===== src/rtl/pta_pkg.sv =====
// shared types and constants for the presence table with aging
package pta_pkg;

    localparam int unsigned TABLE_ENTRIES_DEF = 16;
    localparam logic [31:0] AGE_LIMIT_RESET = 32'd30000;
    localparam logic signed [31:0] NO_USER_ID = -32'sd1;
    localparam int unsigned COUNT_W = 5;

    typedef enum logic [1:0] {
        ST_IDLE,
        ST_SCAN,
        ST_FOLD
    } pta_state_t;

    // best candidate seen so far
    typedef struct packed {
        logic               have;
        logic [31:0]        stamp;
        logic signed [31:0] id;
    } pta_best_t;

    // one entry (or the pending update) handed to the compare unit
    typedef struct packed {
        logic               scan;
        logic               ent_valid;
        logic [31:0]        ent_stamp;
        logic signed [31:0] ent_id;
    } pta_eval_req_t;

    typedef struct packed {
        logic keep;
        logic hit;
        logic better;
    } pta_eval_rsp_t;

endpackage


===== src/rtl/pta_eval_unit.sv =====
// shared compare unit: age check, id match and current-user ranking for one entry
module pta_eval_unit (
    input  pta_pkg::pta_eval_req_t req,
    input  pta_pkg::pta_best_t     best,
    input  logic [31:0]            now_ms,
    input  logic [31:0]            age_limit,
    input  logic                   sighting,
    input  logic signed [31:0]     sighted_id,
    output pta_pkg::pta_eval_rsp_t rsp
);

    logic [31:0] age;
    logic        aged;
    logic        keep;
    logic        hit;
    logic        ranks_higher;

    assign age  = now_ms - req.ent_stamp;
    assign aged = req.scan && (age > age_limit);
    assign keep = req.ent_valid && !aged;
    // ids are unique in the table, so the matching entry is the one being refreshed
    assign hit  = req.scan && keep && sighting && (req.ent_id == sighted_id);

    always_comb begin
        ranks_higher = !best.have
                    || (req.ent_stamp > best.stamp)
                    || ((req.ent_stamp == best.stamp) && (req.ent_id < best.id));
    end

    assign rsp.keep   = keep;
    assign rsp.hit    = hit;
    assign rsp.better = keep && !hit && (req.ent_stamp != 32'd0) && ranks_higher;

endmodule


===== src/rtl/presence_table_with_aging.sv =====
// top level: presence table with aging, sequenced scan over the entry memory
// requests: a new request is accepted only in idle, after the scan and fold of the last;
//   each scan reads the single-port entry memory once per entry through one compare unit
// reset: aresetn synchronous active low, clears all valid bits and the control state,
//   age limit returns to 30000 ms; no clearing pass is needed
module presence_table_with_aging #(
    parameter int unsigned TABLE_ENTRIES = pta_pkg::TABLE_ENTRIES_DEF
) (
    input  logic               aclk,
    input  logic               aresetn,
    // configuration: age limit register
    input  logic               cfg_we,
    input  logic [31:0]        cfg_wdata,
    // request channel
    input  logic               s_valid,
    output logic               s_ready,
    input  logic [31:0]        s_now_ms,
    input  logic               s_has_sighting,
    input  logic signed [31:0] s_sighted_id,
    // result channel
    output logic               m_valid,
    input  logic               m_ready,
    output logic               m_current_valid,
    output logic signed [31:0] m_current_id,
    output logic [4:0]         m_entry_count,
    output logic               m_dropped_full
);

    localparam int unsigned IDX_W = (TABLE_ENTRIES > 1) ? $clog2(TABLE_ENTRIES) : 1;
    localparam int unsigned CNT_W = $clog2(TABLE_ENTRIES + 1);
    localparam logic [CNT_W-1:0] CNT_LAST = CNT_W'(TABLE_ENTRIES);

    // sequencer
    pta_pkg::pta_state_t state_reg, state_next;
    logic [CNT_W-1:0]    cnt_reg;

    // entry memory and valid bits
    logic [31:0]         id_mem    [TABLE_ENTRIES];
    logic [31:0]         stamp_mem [TABLE_ENTRIES];
    logic                valid_reg [TABLE_ENTRIES];

    // read pipeline stage
    logic                rd_live_reg;
    logic [IDX_W-1:0]    rd_idx_reg;
    logic [31:0]         rd_id_reg;
    logic [31:0]         rd_stamp_reg;

    // latched request
    logic [31:0]         now_reg;
    logic                sight_reg;
    logic signed [31:0]  sid_reg;

    // configuration
    logic [31:0]         age_limit_reg;

    // scan results
    pta_pkg::pta_best_t  best_reg;
    pta_pkg::pta_best_t  best_fin;
    logic                hit_found_reg;
    logic [IDX_W-1:0]    hit_idx_reg;
    logic                free_found_reg;
    logic [IDX_W-1:0]    free_idx_reg;
    logic [CNT_W-1:0]    surv_reg;

    // result register
    logic                m_valid_reg;

    // control terms
    logic                accept;
    logic                scan_issue;
    logic                scan_done;
    logic                scan_eval;
    logic                fold_go;
    logic                do_update;
    logic                do_insert;
    logic [IDX_W-1:0]    wr_idx;
    logic [CNT_W-1:0]    count_fin;
    logic [31:0]         count_ext;

    pta_pkg::pta_eval_req_t eval_req;
    pta_pkg::pta_eval_rsp_t eval_rsp;

    assign accept     = s_valid && s_ready;
    assign scan_issue = (state_reg == pta_pkg::ST_SCAN) && (cnt_reg < CNT_LAST);
    // the last entry is evaluated in the cycle the counter reaches the end
    assign scan_done  = (state_reg == pta_pkg::ST_SCAN) && (cnt_reg == CNT_LAST);
    assign scan_eval  = (state_reg == pta_pkg::ST_SCAN) && rd_live_reg;
    // the fold waits until the result register is free
    assign fold_go    = (state_reg == pta_pkg::ST_FOLD) && (!m_valid_reg || m_ready);

    // refresh an existing entry, or take the lowest free slot
    assign do_update  = sight_reg && (hit_found_reg || free_found_reg);
    assign do_insert  = sight_reg && !hit_found_reg && free_found_reg;
    assign wr_idx     = hit_found_reg ? hit_idx_reg : free_idx_reg;

    // compare unit input: a scanned entry, or the pending update during the fold
    always_comb begin
        if (state_reg == pta_pkg::ST_FOLD) begin
            eval_req.scan      = 1'b0;
            eval_req.ent_valid = do_update;
            eval_req.ent_stamp = now_reg;
            eval_req.ent_id    = sid_reg;
        end else begin
            eval_req.scan      = 1'b1;
            eval_req.ent_valid = rd_live_reg && valid_reg[rd_idx_reg];
            eval_req.ent_stamp = rd_stamp_reg;
            eval_req.ent_id    = $signed(rd_id_reg);
        end
    end

    pta_eval_unit u_eval (
        .req        (eval_req),
        .best       (best_reg),
        .now_ms     (now_reg),
        .age_limit  (age_limit_reg),
        .sighting   (sight_reg),
        .sighted_id (sid_reg),
        .rsp        (eval_rsp)
    );

    // final ranking includes the refreshed or inserted entry
    always_comb begin
        if (eval_rsp.better) begin
            best_fin.have  = 1'b1;
            best_fin.stamp = now_reg;
            best_fin.id    = sid_reg;
        end else begin
            best_fin = best_reg;
        end
    end

    assign count_fin = surv_reg + CNT_W'(do_insert);
    assign count_ext = 32'(count_fin);

    // next state
    always_comb begin
        state_next = state_reg;
        unique case (state_reg)
            pta_pkg::ST_IDLE: begin
                if (s_valid) begin
                    state_next = pta_pkg::ST_SCAN;
                end
            end
            pta_pkg::ST_SCAN: begin
                if (scan_done) begin
                    state_next = pta_pkg::ST_FOLD;
                end
            end
            pta_pkg::ST_FOLD: begin
                if (fold_go) begin
                    state_next = pta_pkg::ST_IDLE;
                end
            end
            default: begin
                state_next = pta_pkg::ST_IDLE;
            end
        endcase
    end

    // handshake outputs
    always_comb begin
        s_ready = (state_reg == pta_pkg::ST_IDLE);
        m_valid = m_valid_reg;
    end

    // control state, valid bits and scan bookkeeping
    always_ff @(posedge aclk) begin
        if (!aresetn) begin
            state_reg      <= pta_pkg::ST_IDLE;
            cnt_reg        <= '0;
            rd_live_reg    <= 1'b0;
            rd_idx_reg     <= '0;
            age_limit_reg  <= pta_pkg::AGE_LIMIT_RESET;
            best_reg       <= '0;
            hit_found_reg  <= 1'b0;
            hit_idx_reg    <= '0;
            free_found_reg <= 1'b0;
            free_idx_reg   <= '0;
            surv_reg       <= '0;
            m_valid_reg    <= 1'b0;
            for (int i = 0; i < TABLE_ENTRIES; i++) begin
                valid_reg[i] <= 1'b0;
            end
        end else begin
            state_reg <= state_next;

            if (cfg_we) begin
                age_limit_reg <= cfg_wdata;
            end

            if (accept) begin
                cnt_reg        <= '0;
                rd_live_reg    <= 1'b0;
                best_reg       <= '0;
                hit_found_reg  <= 1'b0;
                free_found_reg <= 1'b0;
                surv_reg       <= '0;
            end

            if (state_reg == pta_pkg::ST_SCAN) begin
                rd_live_reg <= scan_issue;
                rd_idx_reg  <= cnt_reg[IDX_W-1:0];
                if (scan_issue) begin
                    cnt_reg <= cnt_reg + CNT_W'(1);
                end
            end

            if (scan_eval) begin
                // aged out entries are dropped here
                if (!eval_rsp.keep) begin
                    valid_reg[rd_idx_reg] <= 1'b0;
                    if (!free_found_reg) begin
                        free_found_reg <= 1'b1;
                        free_idx_reg   <= rd_idx_reg;
                    end
                end else begin
                    surv_reg <= surv_reg + CNT_W'(1);
                end
                if (eval_rsp.hit && !hit_found_reg) begin
                    hit_found_reg <= 1'b1;
                    hit_idx_reg   <= rd_idx_reg;
                end
                if (eval_rsp.better) begin
                    best_reg.have  <= 1'b1;
                    best_reg.stamp <= rd_stamp_reg;
                    best_reg.id    <= $signed(rd_id_reg);
                end
            end

            if (fold_go) begin
                m_valid_reg <= 1'b1;
                if (do_insert) begin
                    valid_reg[free_idx_reg] <= 1'b1;
                end
            end else if (m_valid_reg && m_ready) begin
                m_valid_reg <= 1'b0;
            end
        end
    end

    // entry memory: one write in the fold, one registered read per scan cycle
    always_ff @(posedge aclk) begin
        if (fold_go && do_update) begin
            id_mem[wr_idx]    <= sid_reg;
            stamp_mem[wr_idx] <= now_reg;
        end
        if (scan_issue) begin
            rd_id_reg    <= id_mem[cnt_reg[IDX_W-1:0]];
            rd_stamp_reg <= stamp_mem[cnt_reg[IDX_W-1:0]];
        end
    end

    // request and result payload
    always_ff @(posedge aclk) begin
        if (accept) begin
            now_reg   <= s_now_ms;
            sight_reg <= s_has_sighting;
            sid_reg   <= s_sighted_id;
        end
        if (fold_go) begin
            m_current_valid <= best_fin.have;
            m_current_id    <= best_fin.have ? best_fin.id : pta_pkg::NO_USER_ID;
            m_entry_count   <= count_ext[pta_pkg::COUNT_W-1:0];
            m_dropped_full  <= sight_reg && !hit_found_reg && !free_found_reg;
        end
    end

    // an accepted request always starts a scan
    a_accept_scans: assert property (@(posedge aclk) disable iff (!aresetn)
        accept |=> (state_reg == pta_pkg::ST_SCAN))
        else $error("accepted request did not start a scan");

    // no current user is reported with the reserved id
    a_none_id: assert property (@(posedge aclk) disable iff (!aresetn)
        (m_valid && !m_current_valid) |-> (m_current_id == pta_pkg::NO_USER_ID))
        else $error("empty result carries an id");

    // a refused sighting means every slot is in use
    a_drop_full: assert property (@(posedge aclk) disable iff (!aresetn)
        (m_valid && m_dropped_full)
            |-> (32'(m_entry_count) == (TABLE_ENTRIES & 32'd31)))
        else $error("sighting dropped while table not full");

    // the fold never runs while the scan counter is short of the end
    a_fold_after_scan: assert property (@(posedge aclk) disable iff (!aresetn)
        (state_reg == pta_pkg::ST_FOLD) |-> (cnt_reg == CNT_LAST) && !rd_live_reg)
        else $error("fold entered before the scan finished");

endmodule

===== config.mk =====
export PLATFORM = sky130hd
export DESIGN_NAME = presence_table_with_aging
export DESIGN_NICKNAME = d
export VERILOG_FILES = /design/src/rtl/pta_pkg.sv /design/src/rtl/pta_eval_unit.sv /design/src/rtl/presence_table_with_aging.sv
export SDC_FILE = /design/constraint.sdc
export NUM_CORES = 2
export LEC_CHECK = 0
export ABC_AREA = 1
export BUFFER_PORTS_ARGS = -buffer_cell sky130_fd_sc_hd__buf_2
export CAP_MARGIN = 20
export CELL_PAD_IN_SITES_DETAIL_PLACEMENT = 1
export CELL_PAD_IN_SITES_GLOBAL_PLACEMENT = 1
export CORE_ASPECT_RATIO = 1.2
export CORE_MARGIN = 2
export CORE_UTILIZATION = 35
export CTS_BUF_LIST = sky130_fd_sc_hd__clkbuf_2 sky130_fd_sc_hd__clkbuf_4 sky130_fd_sc_hd__clkbuf_8
export DETAILED_ROUTE_END_ITERATION = 6
export PLACE_DENSITY_LB_ADDON = 0.1
export SLEW_MARGIN = 20
export SYNTH_ARGS = -nofsm -noshare
export SYNTH_HDL_FRONTEND = slang
export SYNTH_SLANG_ARGS = --single-unit

===== constraint.sdc =====
create_clock -name aclk -period 4.7 [get_ports aclk]
set_input_delay 0.705 -clock aclk [delete_from_list [all_inputs] [get_ports aclk]]
set_output_delay 0.705 -clock aclk [all_outputs]
set_load 0.01 [all_outputs]

==> impl_results.md <==
* Fillers at 17,430
* Sw Ratio at 26.07%
* CP max stage delay at 0.39 ns
* Die Span X at 372.8 µm
* Reg clk slew, reported paths at 0.06 ns
* CTS Buf Count at 220
* Headroom to the max-slew limit at 22.50%
* CTS sink count at 1,337
* Syn. warnings at 0
* Post-synth EDFFs at 1,192
* CTS tree: done
* Htree depth at 4
* Period minus WS final at 4.796 ns
* Worst-skew pair later-pin latency at 1.00 ns
* Main synth FF type: edfxtp_1
* Register area at 38,710 µm²
* Post-synthesis cell area at 57,130 µm²
* Slew Viols, Final at 0
* Via count at 42,180
* Largest net degree at the start of global routing at 195
* Met3 GRT Util at 2.878%
* CP startpoint kind: flip-flop
* Area grow syn2layout at 22.14%
* Worst Tran Pin Value at 1.160 ns
* Setup WS post-layout at -0.09593 ns
* Most used routing layer: met2
* Register area share after synthesis at 67.74%
* Flop pwr share at 50.3%
* Starting Density at 35.19%
* Routed WL at 198,900 µm
* Lkg Pwr at 25.60 nW
* HP Class: in -> reg
* Core area at 162,400 µm²
* Fmax at 208.5 MHz
* Clock root cell: clkbuf_8
* Met1 usage at 33.15%
* Gate power share at 11.1%
* Share of layout cells above drive strength 1 at 19.77%
* Die area at 166,500 µm²
* GRT Util Overall at 23.49%
* Max Clock Skew at 0.07203 ns
* Fin nets at 5,995
* GPL Wtd Cong at 0.9001
* DR iter-0 viols at 2,921
* Congestion Overflow GR at 0
* Most frequent cells in the layout: 1,192 x edfxtp_1, 779 x nand2_1, 661 x nor2_1
* Period Utilization, post-route at 102.0%
* Overall power at 26.31 mW
* DP HPWL at 116,600 µm
* Failing checks: setup timing
* Bufs and invs on worst path at 9
* #FFs+latches synth at 1,337
* Critical path type: reg -> reg
* Outcome: finished, violations left
* First-pass GRT wire length at 289,800 µm
* Synth cell types at 42
* Share of synthesized registers carrying an async set or reset at 0%
* Port Buf Inserts at 142
* Total net switching power at 6.860 mW
* RSZ-0062 raised after global routing: true
* Syn_area_per_cell at 10.98 µm²
* Pint at 19.45 mW
* Critical path peak fanout at 8
* DR vias/cell at 5.221
* Clk buf depth at 3
* Worst path arrival time at 5.51 ns
* Commonest non-fill, non-tap cell in the layout: edfxtp_1
* Top delay family on crit path: simple AND/OR/NAND/NOR gates
* CP Capture Type: flip-flop
* # IOs at 143
* Hold Violations, Final at 0
* TritonRoute pass-1 iters at 5
* Synth Net Count at 5,430
* WL per Instance at 24.63 µm
* Rows at 162
* Vias in the first global route at 43,070
* Final setup viols at 91
* Power Dens Cells at 377.1 nW/µm²
* Slowest cell on crit path: dfxtp_2
* Maximum VDD drop at 0.2871 mV
* Final ANT Viol Nets at 0
* Die span in y at 446.6 µm
* Area of the multi-input gates at 16,880 µm²
* Synthesized instance count at 5,204
* Required time of the critical path at 5.41 ns
* Initial antenna violation count at 6
* Clock share of power at 38.6%
* M2 GR Usage at 38.11%
* Final core utilization at 42.98%
* Residual DRC at 0
* Max-cap violations at 0
## routing by layer
metal / vias up / wire, µm
met5: - / 0
met1: 21550 / 94500
met3: 254 / 7458
li1: 19510 / -
met2: 869 / 92560
met4: 0 / 4421
## layout make-up
cell class / instances / area share [%]
antenna: 2 / 0.007172
clock buffer: 296 / 5.202
clock inverter: 101 / 0.9342
inverter: 446 / 2.471
multi-input combinational: 3135 / 24.19
sequential: 1337 / 55.47
tap: 2132 / 3.823
timing repair buffer: 629 / 7.907
## final timing paths
check	from	endpoint	slack (ns)	cells after the start
worst max-delay path	state_reg[1]	m_current_id[13]	-0.1	31
worst min-delay path	s_valid	hit_found_reg	0.12	4
worst max register to register	state_reg[1]	m_current_id[13]	-0.1	31
worst min register to register	hit_idx_reg[2]	hit_idx_reg[2]	0.48	2
## power groups by stage
stage	Clock [mW]	Sequential (mW)	Combinational, mW
after floorplan	0	13.5	1.42
after global placement	0	13.5	2.55
after detailed placement	0	13.5	2.58
after CTS	10.4	13.2	2.79
after global routing	10.9	13.2	3.22
final	10.2	13.2	2.91
## per-stage QoR
step	hold WS (ns)	TNS (ns)	std cells	setup slack [ns]	area, µm²
4_1_cts	0.004672	-0.02055	8059	-0.01908	68990
6_report	0.1185	-3.983	8078	-0.09593	69780
5_1_grt	0.09478	-27.83	8077	-0.3103	69780
2_1_floorplan	0.4358	0	5204	0.09627	57130
3_3_place_gp	0.4531	-78.75	7536	-0.7046	62670
3_5_place_dp	0.4638	-82.05	7536	-0.7359	62670
## Yosys cell counts (all sizes together), types with 3 or more instances
| cell type | n | area [µm²] |
|---|---|---|
| o21ai | 681 | 3416 |
| a211oi | 8 | 60.06 |
| nor2 | 701 | 2644 |
| a21oi | 134 | 670.6 |
| xnor2 | 5 | 43.79 |
| xor2 | 34 | 297.8 |
| a221oi | 3 | 26.28 |
| dfxtp | 145 | 2903 |
| edfxtp | 1192 | 35790 |
| o21bai | 3 | 22.52 |
| nor4 | 5 | 31.28 |
| ha | 123 | 1539 |
| o211ai | 9 | 67.56 |
| o2111ai | 3 | 26.28 |
| clkbuf | 235 | 882.1 |
| a21o | 3 | 22.52 |
| o21a | 13 | 97.59 |
| o22ai | 262 | 1639 |
| buf | 51 | 317.8 |
| nand2 | 829 | 3117 |
| inv | 445 | 1670 |
| nor3 | 24 | 120.1 |
| nand3 | 120 | 600.6 |
| nand4 | 162 | 1013 |
| a31oi | 5 | 31.28 |
## kinds of logic (layout without fill, tap and decap cells)
logic type	Yosys count	in the layout	share of synthesized area, %
AND/OR/NAND/NOR	1845	1845	13.22
flip-flops	1337	1337	67.74
AO/OA/AOI/OAI	1127	1127	10.69
buffers and inverters	732	1472	5.031
adder cells (fa/ha/maj)	124	124	2.729
XOR/XNOR	39	39	0.5979
other	0	2	0
## worst register-to-register path, delay by kind of cell, from the launching register on
kind | cells | cell delay (ns)
fa+ha+maj | 2 | 0.59
flops | 1 | 0.39
xor+xnor | 1 | 0.16
simple gates | 16 | 1.76
compound gates | 3 | 0.40
buf+inv | 9 | 1.23
## what timing repair did
action                     CTS  global route
gates cloned                 6             7
pin swaps                   40            66
gates resized for setup    177           137
setup endpoints to repair  129           128
hold endpoints to repair    96             0
buffers inserted            26            11
hold buffers                96             0
Power figures use the tool's default switching activity.
